$ cat src/design/campu_pkg.sv
// Package for the camera port pixel unpacker.
// Shared types, register indexes, packing phases and pixel scaling functions.
// No dependencies.
`timescale 1ns / 1ps

package campu_pkg;

    localparam int PIXEL_W   = 8;
    localparam int MAX_RUN   = 6;
    localparam int RUN_W     = 3;
    localparam int CFG_IDX_W = 2;
    localparam int CFG_W     = 9;
    localparam int COUNT_W   = 9;
    localparam int XFER_W    = 8;

    typedef enum logic [CFG_IDX_W-1:0] {
        CFG_SIX_BIT       = 2'd0,
        CFG_BIDIR         = 2'd1,
        CFG_PIX_PER_LINE  = 2'd2,
        CFG_XFER_PER_LINE = 2'd3
    } cfg_index_t;

    // Nibble-mode 6-bit packer phases; the unused code behaves as PHASE_LEAD.
    localparam logic [1:0] PHASE_LEAD = 2'd0;
    localparam logic [1:0] PHASE_MID  = 2'd1;
    localparam logic [1:0] PHASE_TAIL = 2'd2;

    localparam logic [COUNT_W-1:0] COUNT_SAT    = 9'd511;
    localparam logic [COUNT_W-1:0] PPL_RESET    = 9'd160;
    localparam logic [XFER_W-1:0]  XFER_RESET   = 8'd80;

    typedef logic [PIXEL_W-1:0] pixel_t;
    typedef pixel_t [MAX_RUN-1:0] pixel_run_t;

    typedef struct packed {
        pixel_run_t       pixels;
        logic [RUN_W-1:0] count;
        logic [1:0]       phase;
        logic [5:0]       carried;
    } unpack_t;

    typedef struct packed {
        logic             load;
        logic [RUN_W-1:0] kept;
        logic             line_done;
    } run_ctrl_t;

    // 4-bit pixel: (16 - v) mod 16, scaled to 8 bits
    function automatic pixel_t scale4(input logic [3:0] v);
        logic [3:0] neg;
        neg = 4'd0 - v;
        return {neg, 4'b0000};
    endfunction

    // 6-bit pixel: 63 - v, scaled to 8 bits
    function automatic pixel_t scale6(input logic [5:0] v);
        return {~v, 2'b00};
    endfunction

endpackage

$ cat src/design/campu_unpack.sv
// Pixel unpacker: splits one transfer into up to six scaled gray pixels.
// Also computes the next nibble-mode packer phase and carried bits.
// Depends on campu_pkg.
`timescale 1ns / 1ps

module campu_unpack (
    input  logic [7:0]        first_data,
    input  logic [7:0]        first_status,
    input  logic [7:0]        second_data,
    input  logic [7:0]        second_status,
    input  logic              six_bit,
    input  logic              bidir,
    input  logic [1:0]        phase,
    input  logic [5:0]        carried,
    output campu_pkg::unpack_t res
);
    import campu_pkg::*;

    logic [3:0] lo_nib;
    logic [3:0] hi_nib;

    assign lo_nib = first_status[7:4];
    assign hi_nib = second_status[7:4];

    always_comb
    begin
        res.pixels  = '0;
        res.count   = '0;
        res.phase   = phase;
        res.carried = carried;
        if (bidir)
        begin
            if (!six_bit)
            begin
                res.pixels[0] = scale4(first_data[4:1]);
                res.pixels[1] = scale4({first_status[3], first_data[7:5]});
                res.pixels[2] = scale4(first_status[7:4]);
                res.pixels[3] = scale4(second_data[4:1]);
                res.pixels[4] = scale4({second_status[3], second_data[7:5]});
                res.pixels[5] = scale4(second_status[7:4]);
                res.count     = 3'd6;
            end
            else
            begin
                res.pixels[0] = scale6(first_data[6:1]);
                res.pixels[1] = scale6({first_status[7:3], first_data[7]});
                res.pixels[2] = scale6(second_data[6:1]);
                res.pixels[3] = scale6({second_status[7:3], second_data[7]});
                res.count     = 3'd4;
            end
        end
        else if (!six_bit)
        begin
            res.pixels[0] = scale4(lo_nib);
            res.pixels[1] = scale4(hi_nib);
            res.count     = 3'd2;
        end
        else
        begin
            case (phase)
                PHASE_MID:
                begin
                    res.pixels[0] = scale6(carried | {2'b00, lo_nib});
                    res.carried   = {hi_nib, 2'b00};
                    res.phase     = PHASE_TAIL;
                    res.count     = 3'd1;
                end
                PHASE_TAIL:
                begin
                    res.pixels[0] = scale6(carried | {4'b0000, lo_nib[3:2]});
                    res.pixels[1] = scale6({lo_nib[1:0], hi_nib});
                    res.phase     = PHASE_LEAD;
                    res.count     = 3'd2;
                end
                default:
                begin
                    res.pixels[0] = scale6({lo_nib, hi_nib[3:2]});
                    res.carried   = {hi_nib[1:0], 4'b0000};
                    res.phase     = PHASE_MID;
                    res.count     = 3'd1;
                end
            endcase
        end
    end

endmodule

$ cat src/design/campu_result_buf.sv
// Result buffer: holds the kept pixels of one transfer and sends them one per cycle while out_stall is low.
// Frees itself in the cycle the last pixel leaves so the next run loads at once.
// Depends on campu_pkg.
`timescale 1ns / 1ps

module campu_result_buf (
    input  logic                  clk,
    input  logic                  rst_n,
    input  campu_pkg::run_ctrl_t  ctrl,
    input  campu_pkg::pixel_run_t pixels,
    output logic                  free,
    output logic                  out_valid,
    input  logic                  out_stall,
    output logic [7:0]            pixel_value,
    output logic                  last_of_run,
    output logic                  line_done
);
    import campu_pkg::*;

    pixel_run_t       pix_reg;
    logic             done_reg;
    logic             busy_reg;
    logic             busy_next;
    logic [RUN_W-1:0] cnt_reg;
    logic [RUN_W-1:0] idx_reg;
    logic [RUN_W-1:0] idx_next;
    logic             take;
    logic             last;

    assign take = busy_reg && !out_stall;
    assign last = (idx_reg == cnt_reg - 3'd1);
    assign free = !busy_reg || (take && last);

    assign out_valid   = busy_reg;
    assign pixel_value = pix_reg[idx_reg];
    assign last_of_run = last;
    assign line_done   = done_reg;

    always_comb
    begin
        busy_next = busy_reg;
        idx_next  = idx_reg;
        if (ctrl.load)
        begin
            busy_next = 1'b1;
            idx_next  = '0;
        end
        else if (take)
        begin
            if (last)
                busy_next = 1'b0;
            else
                idx_next = idx_reg + 3'd1;
        end
    end

    always_ff @(posedge clk or negedge rst_n)
    begin
        if (!rst_n)
        begin
            busy_reg <= 1'b0;
            idx_reg  <= '0;
            cnt_reg  <= '0;
        end
        else
        begin
            busy_reg <= busy_next;
            idx_reg  <= idx_next;
            if (ctrl.load)
                cnt_reg <= ctrl.kept;
        end
    end

    always_ff @(posedge clk)
    begin
        if (ctrl.load)
        begin
            pix_reg  <= pixels;
            done_reg <= ctrl.line_done;
        end
    end

`ifndef SYNTHESIS
    a_idx_in_run: assert property (@(posedge clk) disable iff (!rst_n)
        busy_reg |-> (idx_reg < cnt_reg))
        else $error("result index past run length");

    a_no_overwrite: assert property (@(posedge clk) disable iff (!rst_n)
        ctrl.load |-> (free && ctrl.kept != 3'd0))
        else $error("run loaded over pending results or empty");

    a_advance: assert property (@(posedge clk) disable iff (!rst_n)
        (take && !last && !ctrl.load) |=> (busy_reg && idx_reg == $past(idx_reg) + 3'd1))
        else $error("result index did not advance");
`endif

endmodule

$ cat src/design/camera_port_pixel_unpacker.sv
// Top level of the camera port pixel unpacker.
// Holds configuration, the input register and line state; uses campu_unpack and
// campu_result_buf. Depends on campu_pkg.
//
// Usage:
//   Input channel (in_valid / in_stall) carries one port transfer: two data and
//   status byte pairs. Output channel (out_valid / out_stall) carries one pixel
//   per transaction, with last_of_run on the final pixel of a transfer and
//   line_done on every pixel of a transfer that closes a line.
//   Configuration is written through cfg_write / cfg_index / cfg_data; the user
//   must write it only while idle, as the block itself does not enforce this.
//   A transfer is captured in the input register, then loaded into the result
//   buffer once it is free, from which its first pixel is valid. The buffer sends
//   one pixel per cycle while out_stall is low, at most six per transfer; a
//   transfer whose pixels are all dropped skips the buffer and gives no output.
//   The input register takes the next transfer while the buffer still drains.
//   Reset: config returns to 4-bit, nibble mode, 160 pixels, 80 transfers per
//   line; packer phase, carried bits and line counters clear; both channels
//   empty. When out_stall is high the current pixel holds, the buffer holds, and
//   once the input register holds a transfer with kept pixels in_stall rises.
`timescale 1ns / 1ps

module camera_port_pixel_unpacker #(
    parameter int MAX_LINE_PIXELS = 320
) (
    input  logic                            clk,
    input  logic                            rst_n,
    input  logic                            cfg_write,
    input  logic [campu_pkg::CFG_IDX_W-1:0] cfg_index,
    input  logic [campu_pkg::CFG_W-1:0]     cfg_data,
    input  logic                            in_valid,
    output logic                            in_stall,
    input  logic [7:0]                      first_data,
    input  logic [7:0]                      first_status,
    input  logic [7:0]                      second_data,
    input  logic [7:0]                      second_status,
    output logic                            out_valid,
    input  logic                            out_stall,
    output logic [7:0]                      pixel_value,
    output logic                            last_of_run,
    output logic                            line_done
);
    import campu_pkg::*;

    localparam int LimCap = (MAX_LINE_PIXELS > 511) ? 511 : MAX_LINE_PIXELS;
    localparam logic [COUNT_W-1:0] LIM_CAP = COUNT_W'(LimCap);

    // configuration
    logic               six_bit_reg;
    logic               bidir_reg;
    logic [COUNT_W-1:0] ppl_reg;
    logic [XFER_W-1:0]  xpl_reg;

    // input register
    logic       in_full_reg;
    logic       in_full_next;
    logic [7:0] d1_reg;
    logic [7:0] s1_reg;
    logic [7:0] d2_reg;
    logic [7:0] s2_reg;

    // line state
    logic [1:0]         phase_reg;
    logic [1:0]         phase_next;
    logic [5:0]         carried_reg;
    logic [5:0]         carried_next;
    logic [COUNT_W-1:0] count_reg;
    logic [COUNT_W-1:0] count_next;
    logic [XFER_W-1:0]  xfer_reg;
    logic [XFER_W-1:0]  xfer_next;

    unpack_t            unp;
    run_ctrl_t          ctrl;
    logic               buf_free;
    logic               consume;
    logic               in_take;
    logic [XFER_W-1:0]  xfer_inc;
    logic               done;
    logic [COUNT_W-1:0] limit;
    logic [COUNT_W-1:0] room;
    logic [RUN_W-1:0]   kept;
    logic [COUNT_W:0]   total;

    // configuration writes
    always_ff @(posedge clk or negedge rst_n)
    begin
        if (!rst_n)
        begin
            six_bit_reg <= 1'b0;
            bidir_reg   <= 1'b0;
            ppl_reg     <= PPL_RESET;
            xpl_reg     <= XFER_RESET;
        end
        else if (cfg_write)
        begin
            case (cfg_index_t'(cfg_index))
                CFG_SIX_BIT:       six_bit_reg <= cfg_data[0];
                CFG_BIDIR:         bidir_reg   <= cfg_data[0];
                CFG_PIX_PER_LINE:  ppl_reg     <= cfg_data[COUNT_W-1:0];
                CFG_XFER_PER_LINE: xpl_reg     <= cfg_data[XFER_W-1:0];
                default:           ;
            endcase
        end
    end

    campu_unpack u_unpack (
        .first_data    (d1_reg),
        .first_status  (s1_reg),
        .second_data   (d2_reg),
        .second_status (s2_reg),
        .six_bit       (six_bit_reg),
        .bidir         (bidir_reg),
        .phase         (phase_reg),
        .carried       (carried_reg),
        .res           (unp)
    );

    // keep only the pixels that still fit in the line; they form a prefix
    always_comb
    begin
        limit = (ppl_reg > LIM_CAP) ? LIM_CAP : ppl_reg;
        room  = (limit > count_reg) ? (limit - count_reg) : '0;
        kept  = (room < {{(COUNT_W-RUN_W){1'b0}}, unp.count}) ? room[RUN_W-1:0] : unp.count;
    end

    assign xfer_inc = xfer_reg + 8'd1;
    assign done     = (xfer_inc >= xpl_reg);
    assign total    = {1'b0, count_reg} + {{(COUNT_W+1-RUN_W){1'b0}}, unp.count};

    // a transfer with nothing kept moves on without waiting for the buffer
    assign consume  = in_full_reg && ((kept == '0) || buf_free);
    assign in_stall = in_full_reg && !consume;
    assign in_take  = in_valid && !in_stall;

    assign ctrl.load      = consume && (kept != '0);
    assign ctrl.kept      = kept;
    assign ctrl.line_done = done;

    always_comb
    begin
        in_full_next = in_take || (in_full_reg && !consume);
        phase_next   = phase_reg;
        carried_next = carried_reg;
        count_next   = count_reg;
        xfer_next    = xfer_reg;
        if (consume)
        begin
            if (done)
            begin
                phase_next   = PHASE_LEAD;
                carried_next = '0;
                count_next   = '0;
                xfer_next    = '0;
            end
            else
            begin
                phase_next   = unp.phase;
                carried_next = unp.carried;
                count_next   = total[COUNT_W] ? COUNT_SAT : total[COUNT_W-1:0];
                xfer_next    = xfer_inc;
            end
        end
    end

    always_ff @(posedge clk or negedge rst_n)
    begin
        if (!rst_n)
        begin
            in_full_reg <= 1'b0;
            phase_reg   <= PHASE_LEAD;
            carried_reg <= '0;
            count_reg   <= '0;
            xfer_reg    <= '0;
        end
        else
        begin
            in_full_reg <= in_full_next;
            phase_reg   <= phase_next;
            carried_reg <= carried_next;
            count_reg   <= count_next;
            xfer_reg    <= xfer_next;
        end
    end

    always_ff @(posedge clk)
    begin
        if (in_take)
        begin
            d1_reg <= first_data;
            s1_reg <= first_status;
            d2_reg <= second_data;
            s2_reg <= second_status;
        end
    end

    campu_result_buf u_result_buf (
        .clk         (clk),
        .rst_n       (rst_n),
        .ctrl        (ctrl),
        .pixels      (unp.pixels),
        .free        (buf_free),
        .out_valid   (out_valid),
        .out_stall   (out_stall),
        .pixel_value (pixel_value),
        .last_of_run (last_of_run),
        .line_done   (line_done)
    );

endmodule
$ cat config.mk
export PLATFORM = sky130hd
export DESIGN_NAME = camera_port_pixel_unpacker
export DESIGN_NICKNAME = d
export VERILOG_FILES = /design/src/design/campu_pkg.sv /design/src/design/campu_unpack.sv /design/src/design/campu_result_buf.sv /design/src/design/camera_port_pixel_unpacker.sv
export SDC_FILE = /design/constraint.sdc
export NUM_CORES = 1
export LEC_CHECK = 0
export ABC_CLOCK_PERIOD_IN_PS = 17300
export BUFFER_PORTS_ARGS = -buffer_cell sky130_fd_sc_hd__buf_4
export CAP_MARGIN = 20
export CORE_ASPECT_RATIO = 0.9
export CORE_MARGIN = 10
export CORE_UTILIZATION = 55
export DETAILED_ROUTE_END_ITERATION = 8
export MAX_ROUTING_LAYER = met4
export PLACE_DENSITY = 0.75
export REMOVE_ABC_BUFFERS = 1
export SLEW_MARGIN = 20
export SYNTH_ARGS = -nofsm -noshare
export SYNTH_HDL_FRONTEND = slang
export SYNTH_HIERARCHICAL = 1
export SYNTH_SLANG_ARGS = --single-unit
$ cat constraint.sdc
create_clock -name clk -period 17.3 [get_ports clk]
set_input_delay 0 -clock clk [delete_from_list [all_inputs] [get_ports clk]]
set_output_delay 0 -clock clk [all_outputs]
set_load 0.01 [all_outputs]
---- Word level (Yosys, flattened, before mapping) ----
Cells that the tools add are included.
cells by class
  add/sub/neg operators ................... 11
  $mul .................................... 0
  div/mod/pow operators ................... 0
  magnitude comparators ................... 5
  equal/unequal tests ..................... 9
  shifts and indexed selects .............. 0
  muxes and demuxes ....................... 24
  bitwise operators ....................... 11
  reduce and logical (&&, ||, !) cells .... 29
operator list
  kind                                             count
  NOT 6 bit                                        8
  two-way mux 8 bit                                5
  two-way mux 19 bit                               2
  two-way mux 9 bit                                4
  two-way mux 35 bit                               1
  one-hot mux 13 bit (2 select lines)              1
  binary-select mux 8 bit (select 3 bit)           1
  subtractor 1 x 4 -> 4 bit, first input constant  6
  AND reduction 2 bit                              7
  two-way mux 3 bit                                4
  one-hot mux 6 bit (2 select lines)               1
  adder 9 x 3 -> 10 bit                            1
  > comparator 9 bit                               1
  > comparator 9 bit, second input constant        1
  less-than comparator 9 x 3 -> 1 bit              1
  subtractor 9 bit                                 1
  adder 8 x 1 -> 8 bit, second input constant      1
  greater-or-equal comparator 8 bit                1
  equality test 2 bit, second input constant       3
  logical AND 1 bit                                6
  two-way mux 6 bit                                1
  OR 6 x 2 -> 6 bit                                1
  OR 6 x 4 -> 6 bit                                1
  nonzero test 2 bit                               3
  other kinds (18)                                 27
word-level totals
  flip-flop bits (word level) ............. 133
  bits in latches ......................... 0
  memory bits (writable) .................. 0
  bits in read-only memories .............. 0
  output and inout bits ................... 12
  logic and storage cells ................. 116
  memories ................................ 0

---- Longest topological paths before layout ----
Gate-level depths: netlist of the first run.
  depth in word-level cells ............... 15
  gate-level depth with buffers ........... 22
  depth with buffers taken out ............ 21

---- Hierarchy ----
Netlist of the first run, hierarchy kept.
by module, submodules not included
  module                      times used  cells each  area an instance (um^2)  sequential area each (um^2)
  camera_port_pixel_unpacker  1           365         4090.2                   2092.0
  campu_result_buf            1           127         2254.7                   1646.6
  campu_unpack                1           198         1257.5                   0.0

---- Worst setup path before layout of the first run ----
OpenSTA, ideal clock, no wires.
  path kind ............................... register to register
  start ................................... register ppl_reg[0]
  end ..................................... register u_result_buf.cnt_reg[2]
  data arrival time ....................... 6.684 ns
  required time ........................... 17.175 ns
  path slack .............................. 10.491 ns
  stages on the path, launching flop included .. 22
  buffers on the path ..................... 1
  period minus slack after synthesis ...... 6.809 ns
  cells stage by stage .................... dfrtp_1 -> or4_1 -> o31a_1 -> o21ai_0 -> nand2b_1 -> ha_1 -> a211o_1 -> a21oi_1 -> nand3_1 -> nand2_1 -> nor2_1 -> ha_1 -> a21o_1 -> a2111oi_4 -> o221ai_2 -> a21oi_2 -> nand4_2 -> or4_4 -> nand4_1 -> and3_1 -> clkbuf_1 -> mux2_2
RTL lines
  item                      line                              RTL
  start: declaration        camera_port_pixel_unpacker.sv:51  logic [COUNT_W-1:0] ppl_reg;
  start signal: assignment  camera_port_pixel_unpacker.sv:99  CFG_PIX_PER_LINE: ppl_reg <= cfg_data[COUNT_W-1:0];
  end signal: assignment    campu_result_buf.sv:70            cnt_reg <= ctrl.kept;
  end: declaration          campu_result_buf.sv:24            logic [RUN_W-1:0] cnt_reg;

---- Final worst setup path of the first run ----
  start ................................... register ppl_reg[0]
  end ..................................... register xfer_reg[0]
between the ends
  word-level cells in the longest chain between the ends .. 9
ends and longest elaborated chain
  item                                                    line                               RTL
  > comparator 9 bit                                      camera_port_pixel_unpacker.sv:121  limit = (ppl_reg > LIM_CAP) ? LIM_CAP : ppl_reg;
  two-way mux 9 bit *                                     camera_port_pixel_unpacker.sv:121
  subtractor 9 bit or > comparator 9 bit (tied branches)  camera_port_pixel_unpacker.sv:122  room = (limit > count_reg) ? (limit - count_reg) : '0;
  two-way mux 9 bit *                                     camera_port_pixel_unpacker.sv:122
  less-than comparator 9 x 3 -> 1 bit                     camera_port_pixel_unpacker.sv:123  kept = (room < {{(COUNT_W-RUN_W){1'b0}}, unp.count}) ? room[RUN_W-1:0] : unp.count;
  two-way mux 3 bit *                                     camera_port_pixel_unpacker.sv:123
  logical NOT 3 bit *                                     camera_port_pixel_unpacker.sv:131  assign consume = in_full_reg && ((kept == '0) || buf_free);
  logical OR 1 bit *                                      camera_port_pixel_unpacker.sv:131
  logical AND 1 bit *                                     camera_port_pixel_unpacker.sv:131
  end signal: assignment                                  camera_port_pixel_unpacker.sv:181  xfer_reg <= xfer_next;
  end: declaration                                        camera_port_pixel_unpacker.sv:69   logic [XFER_W-1:0] xfer_reg;
Every way passes the cells marked *; elsewhere a longest branch is shown, timed or not.
A chain may end at the register's enable or synchronous reset.

==> results of run 1 <==
-- critical path: cells and delay by family, from the launching register on --
family,cells,cell delay (ps)
AO/OA/AOI/OAI,9,3070
AND/OR/NAND/NOR,8,2870
adder cells (fa/ha/maj),2,670
flip-flops,1,400
multiplexers,1,390
-- power by group --
group	internal, uW	switching (uW)
registers	454	83.2
clock network	212	131
logic	310	443
total	975	657
-- metrics by stage --
stage          cell area, um^2  hold WS [ps]  setup WS (ps)  util, %  power [uW]
6_report                  8730           159           9760     66.1        1630
5_1_grt                   8730           227           9250     66.1        1740
4_1_cts                   8730           184           9860     66.1        1630
3_5_place_dp              7760          78.5           9910     58.8        1270
3_3_place_gp              7760          67.3          10120     58.8        1240
2_1_floorplan             7130          -296          10600        -        1050
-- cell type report --
class                           count  area, um^2  share of cell area [%]
Timing Repair Buffer               94         803                    9.20
Sequential cell                   125        3500                    40.1
Clock buffer                       18         429                    4.92
Tap cell                          168         210                    2.41
Multi-Input combinational cell    470        3430                    39.3
Clock inverter                     14         145                    1.66
Inverter                           57         214                    2.45
-- final timing paths --
path	end	slack, ps	cells past startpoint	start
min in group clk	d2_reg[6]	290	2	second_data[6]
max in group asynchronous	ppl_reg[8]	16680	2	rst_n
min reg2reg	xpl_reg[1]	510	1	xpl_reg[1]
min	xpl_reg[2]	160	2	rst_n
max reg2reg	xfer_reg[0]	9760	20	ppl_reg[0]
max	xfer_reg[0]	9760	20	ppl_reg[0]
-- per-layer routing --
layer  global-route usage, %  wire, um
met1                    23.0      7420
met4                    8.47       319
met3                    3.67       737
met2                    30.2      8170
met5                       -         0
-- cells in the final DEF (no fill, tap or decap), types with 5 or more instances in the layout --
cell type / n
inv_1: 55
clkbuf_16: 17
nand2_1: 51
nor2_1: 38
and2_1: 8
nor3_1: 7
o21ai_1: 5
a31oi_1: 6
mux2_1: 5
mux4_2: 8
dlygate4sd3_1: 39
conb_1: 16
nand3_1: 16
nand3b_1: 5
edfxtp_1: 73
dfrtp_1: 48
nand2b_1: 19
xor2_1: 15
mux2_2: 21
nor2b_1: 10
o21ai_0: 53
a21oi_1: 22
ha_1: 35
o31ai_1: 5
o211ai_1: 6
o21a_1: 6
o22ai_1: 10
a21o_1: 8
buf_4: 55
xnor2_1: 6
mux2i_1: 13
==> impl_metrics.csv, run 1 <==
group,metric,value,unit
outcome,status,"finished, final reports clean",
layout,fillers,961,
pwr,p_leak,0.00370,uW
clocking,cts_buffers,17,
setup_path,crit_arrival,7840,ps
yosys,yosysWarnings,6,
global_routing,grt_pass1_vias,5582,
layout,syn2layout_area_growth,18.6,%
sta,final-setup-viol-count,0,
sta,fmax,133,MHz
setup_path,cp_max_fo,25,
setup_path,cpPeakStageDelay,920,ps
yosys,syn_avg_cell_area,10.8,um^2
run,maxCapViolCount,0,
layout,stdcell_count,946,
place,gp_congestion,0.860,
pwr,cellPowerDensity,187,nW/um^2
layout,final_layout_size_suffix_gt1_share,17.7,%
drt,dr.first_iter.drc_count,439,
hold_path,hold_path_class,"input port to async pin",
drt,wl,16600,um
global_routing,grt_pass1_wl,27100,um
setup_path,path_class,"flip-flop to flip-flop",
layout,largest_reg_flops,48,
floorplan,die_h,130,um
yosys,syn_inst,682,
place,dp_hpwl,11000,um
setup_path,end_kind,"flip-flop",
clocking,cts_htree_levels,4,
drt,wire_per_inst,17.6,um
sta,tns,0,ps
floorplan,fp-row-count,40,
yosys,syn_area,7360,um^2
global_routing,grtUsageTotal,18.9,%
clocking,clock_insertion_delay_worst_skew,420,ps
floorplan,core,13200,um^2
global_routing,overflow,0,
sta,maxSlewHeadroom,28.8,%
clocking,hold_buffers,39,
pwr,peakVddDrop,0.0000864,V
setup_path,cp-start-kind,"flip-flop",
clocking,clock_path_buffers,2,
setup_path,crit_chain,"or4_1 -> o31a_1 -> o21ai_0 -> nand2b_1 -> ha_1 -> a211o_1 -> a21oi_1 -> nand3_1 -> nand2_1 -> nor2_1 -> ha_1 -> a21o_1 -> a2111oi_4 -> o221ai_2 -> a21oi_2 -> nand4_2 -> or4_4 -> a41oi_2 -> nand2b_1 -> mux2_1",
drt,dr_total_vias,5497,
sta,hold_viol_final,0,
sta,min_period_over_period,43.6,%
place,dpl.cell_count,875,
global_routing,antenna_found_initial,0,
setup_path,critical_path.slowest_cell,"nand2b_1",
global_routing,grt_max_degree,56,
floorplan,ios,60,
floorplan,fp.dieArea,18400,um^2
layout,nNetsFinal,850,
sta,drv_slew,0,
clocking,clockRootBuffer,"clkbuf_16",
setup_path,required,17590,ps
floorplan,start_util,55.7,%
clocking,cts_setup_buffers,0,
clocking,cts_tree,"yes",
drt,ant_nets,0,
floorplan,chipWidth,142,um
sta,fin_crit,7540,ps
layout,antenna_cells,0,
sta,tightest_slew,1070,ps
clocking,cts_sinks,125,
drt,drtPass1Iterations,5,
place,io_buffers,51,
clocking,ctsResizeCount,0,
drt,post-route-drc-count,0,
sta,rsz0062_at_grt,"false",
clocking,clkSlewWorstSetupHoldPaths,60,ps
sta,fin_skew,8.14,ps
drt,via_per_inst,5.81,
(Power assumes the default switching activity.)
==> inputs of run 2 (changes only) <==
ABC_CLOCK_PERIOD_IN_PS = 6630   (was 17300)
PLACE_DENSITY = 0.78   (was 0.75)
clock period = 6.63 ns   (was 17.3 ns; I/O delays follow)
==> run 2 against run 1 <==
Routed wire length grew 0.56%. Final cell count rose by 0.42%. Register-to-register slack got worse by 9200 ps. Maximum frequency is 23% higher. First-iteration DRC count rose by 34%. Clock skew shrank 2.2 ps. Global-route usage up 0.44 points. Die area unchanged. Sequential share of layout area down 0.12 points. Via count rose by 1.1%. Clock power rose to 2.6 times the previous value. Setup slack worse by 9200 ps. Critical endpoint is now u_result_buf/idx_reg[1]. Largest power group unchanged.
==> impl_metrics.csv, run 2 (synthesized netlist as in run 1, its figures left out) <==
group,metric,value,unit
drt,met2_length,8290,um
drt,drtPass1Iterations,5,
layout,final_common_cell,"edfxtp_1",
floorplan,die_h,130,um
floorplan,chipWidth,142,um
sta,fin_skew,5.89,ps
place,dp_hpwl,11400,um
setup_path,cpPeakStageDelay,560,ps
global_routing,grt_pass1_vias,5578,
drt,dr_total_vias,5559,
clocking,cts_buffers,17,
pwr,total_power,4280,uW
layout,largest_reg_flops,48,
setup_path,cp_max_fo,49,
sta,min_period_over_period,92.2,%
hold_path,hold_path_class,"input port to async pin",
drt,ant_nets,0,
place,dpl.cell_count,877,
global_routing,grtUsageTotal,19.3,%
layout,fillers,956,
pwr,p_comb_share,46.0,%
floorplan,fp.dieArea,18400,um^2
clocking,cts_htree_levels,4,
pwr,switching_share,40.6,%
setup_path,crit_arrival,6410,ps
pwr,intPower,2540,uW
pwr,peakVddDrop,0.000247,V
drt,wl_met1,7220,um
pwr,p_sw,1740,uW
sta,tightest_slew,960,ps
setup_path,critPathBufInv,2,
pwr,cellPowerDensity,489,nW/um^2
drt,dr.first_iter.drc_count,588,
global_routing,antenna_found_initial,1,
layout,nNetsFinal,852,
sta,fin_crit,6110,ps
clocking,clkSlewWorstSetupHoldPaths,60,ps
pwr,pwr-share-seq,33.4,%
pwr,p_leak,0.00370,uW
setup_path,cp-start-kind,"flip-flop",
sta,fmax,164,MHz
clocking,cts_tree,"yes",
drt,wire_per_inst,17.6,um
sta,drv_slew,0,
place,gp_congestion,0.908,
clocking,cts_setup_buffers,0,
layout,final_cell_mix,"edfxtp_1 (73), buf_4 (56), inv_1 (55)",
clocking,clockRootBuffer,"clkbuf_16",
layout,stdcell_count,950,
clocking,clock_insertion_delay_worst_skew,420,ps
floorplan,core,13200,um^2
drt,wl,16700,um
drt,via_per_inst,5.85,
pwr,p_clk_share,20.6,%
place,io_buffers,51,
run,maxCapViolCount,0,
layout,final_layout_size_suffix_gt1_share,18.5,%
floorplan,fp-row-count,40,
sta,rsz0062_at_grt,"false",
global_routing,grt_max_degree,53,
sta,hold_viol_final,0,
place,dp_slack,414,ps
sta,maxSlewHeadroom,36.0,%
setup_path,path_class,"flip-flop to flip-flop",
layout,syn2layout_area_growth,19.0,%
floorplan,ios,60,
drt,met3_length,978,um
outcome,status,"finished, final reports clean",
drt,top_layer,"met4",
global_routing,overflow,0,
clocking,clock_path_buffers,2,
setup_path,crit_chain,"or4_1 -> o31a_1 -> o21ai_0 -> buf_4 -> nand2b_1 -> ha_1 -> a211o_1 -> a21oi_1 -> nand3_1 -> nand2_1 -> nor2_1 -> ha_1 -> a21o_1 -> a2111oi_4 -> o221ai_2 -> a21oi_2 -> nand4_2 -> or4_4 -> nand4_1 -> and3_2 -> buf_12 -> nand2b_1 -> mux2i_1",
setup_path,cpLargestDelayFamily,"simple AND/OR/NAND/NOR gates",
drt,post-route-drc-count,0,
global_routing,grt_pass1_wl,27800,um
setup_path,end_kind,"flip-flop",
sta,setup_slack,517,ps
clocking,cts_sinks,125,
setup_path,required,6930,ps
floorplan,start_util,55.7,%
setup_path,critical_path.slowest_cell,"or4_4",
sta,final-setup-viol-count,0,
==> run 2: layout make-up <==
| class | count | area, um^2 | share of cell area [%] |
|---|---|---|---|
| tap | 168 | 210 | 2.40 |
| antenna | 2 | 5.00 | 0.0571 |
| clock inverter | 14 | 139 | 1.59 |
| sequential | 125 | 3500 | 40.0 |
| timing repair buffer | 96 | 831 | 9.48 |
| inverter | 57 | 214 | 2.44 |
| multi-input combinational | 470 | 3430 | 39.2 |
| clock buffer | 18 | 429 | 4.90 |
==> run 2: worst paths after layout <==
check                                start                      end  slack, ps  cells after the start
max in group asynchronous            rst_n  u_result_buf/idx_reg[0]       5970                      2
min in group clk           first_status[4]                s1_reg[4]        290                      2
max                             ppl_reg[0]  u_result_buf/idx_reg[1]        520                     23
max reg2reg                     ppl_reg[0]  u_result_buf/idx_reg[1]        520                     23
min                                  rst_n              xfer_reg[1]        170                      2
min reg2reg                     xpl_reg[2]               xpl_reg[2]        520                      1
==> run 2: stage by stage <==
stage / hold slack (ps) / setup TNS, ps / util [%] / area [um^2]
finish: 170 / 0 / 66.3 / 8760
global route: 220 / 0 / 66.3 / 8760
CTS: 178 / 0 / 66.2 / 8750
detailed placement: 76.8 / 0 / 59.0 / 7790
global placement: 64.9 / 0 / 59.0 / 7790
floorplan: -296 / -95.6 / - / 7130
==> run 2: power groups by stage <==
stage	clock, uW	combinational (uW)	sequential [uW]
after floorplan	0	1380	1370
after CTS	893	1950	1430
final	881	1970	1430
after global routing	939	2180	1470
after global placement	0	1820	1420
after detailed placement	0	1910	1440
==> run 2: per-layer routing <==
| layer | up-vias | GRT usage, % |
|---|---|---|
| met3 | 25 | 4.10 |
| met5 | - | - |
| met2 | 229 | 31.0 |
| met4 | 0 | 6.67 |
| met1 | 2669 | 24.0 |
| li1 | 2636 | - |
==> run 2: repair_timing <==
item                                    4_1_cts  5_1_grt
endpoints found under the hold margin        95        0
hold buffers                                 39        0
endpoints found under the setup margin        0       37
resized for setup                             0        2
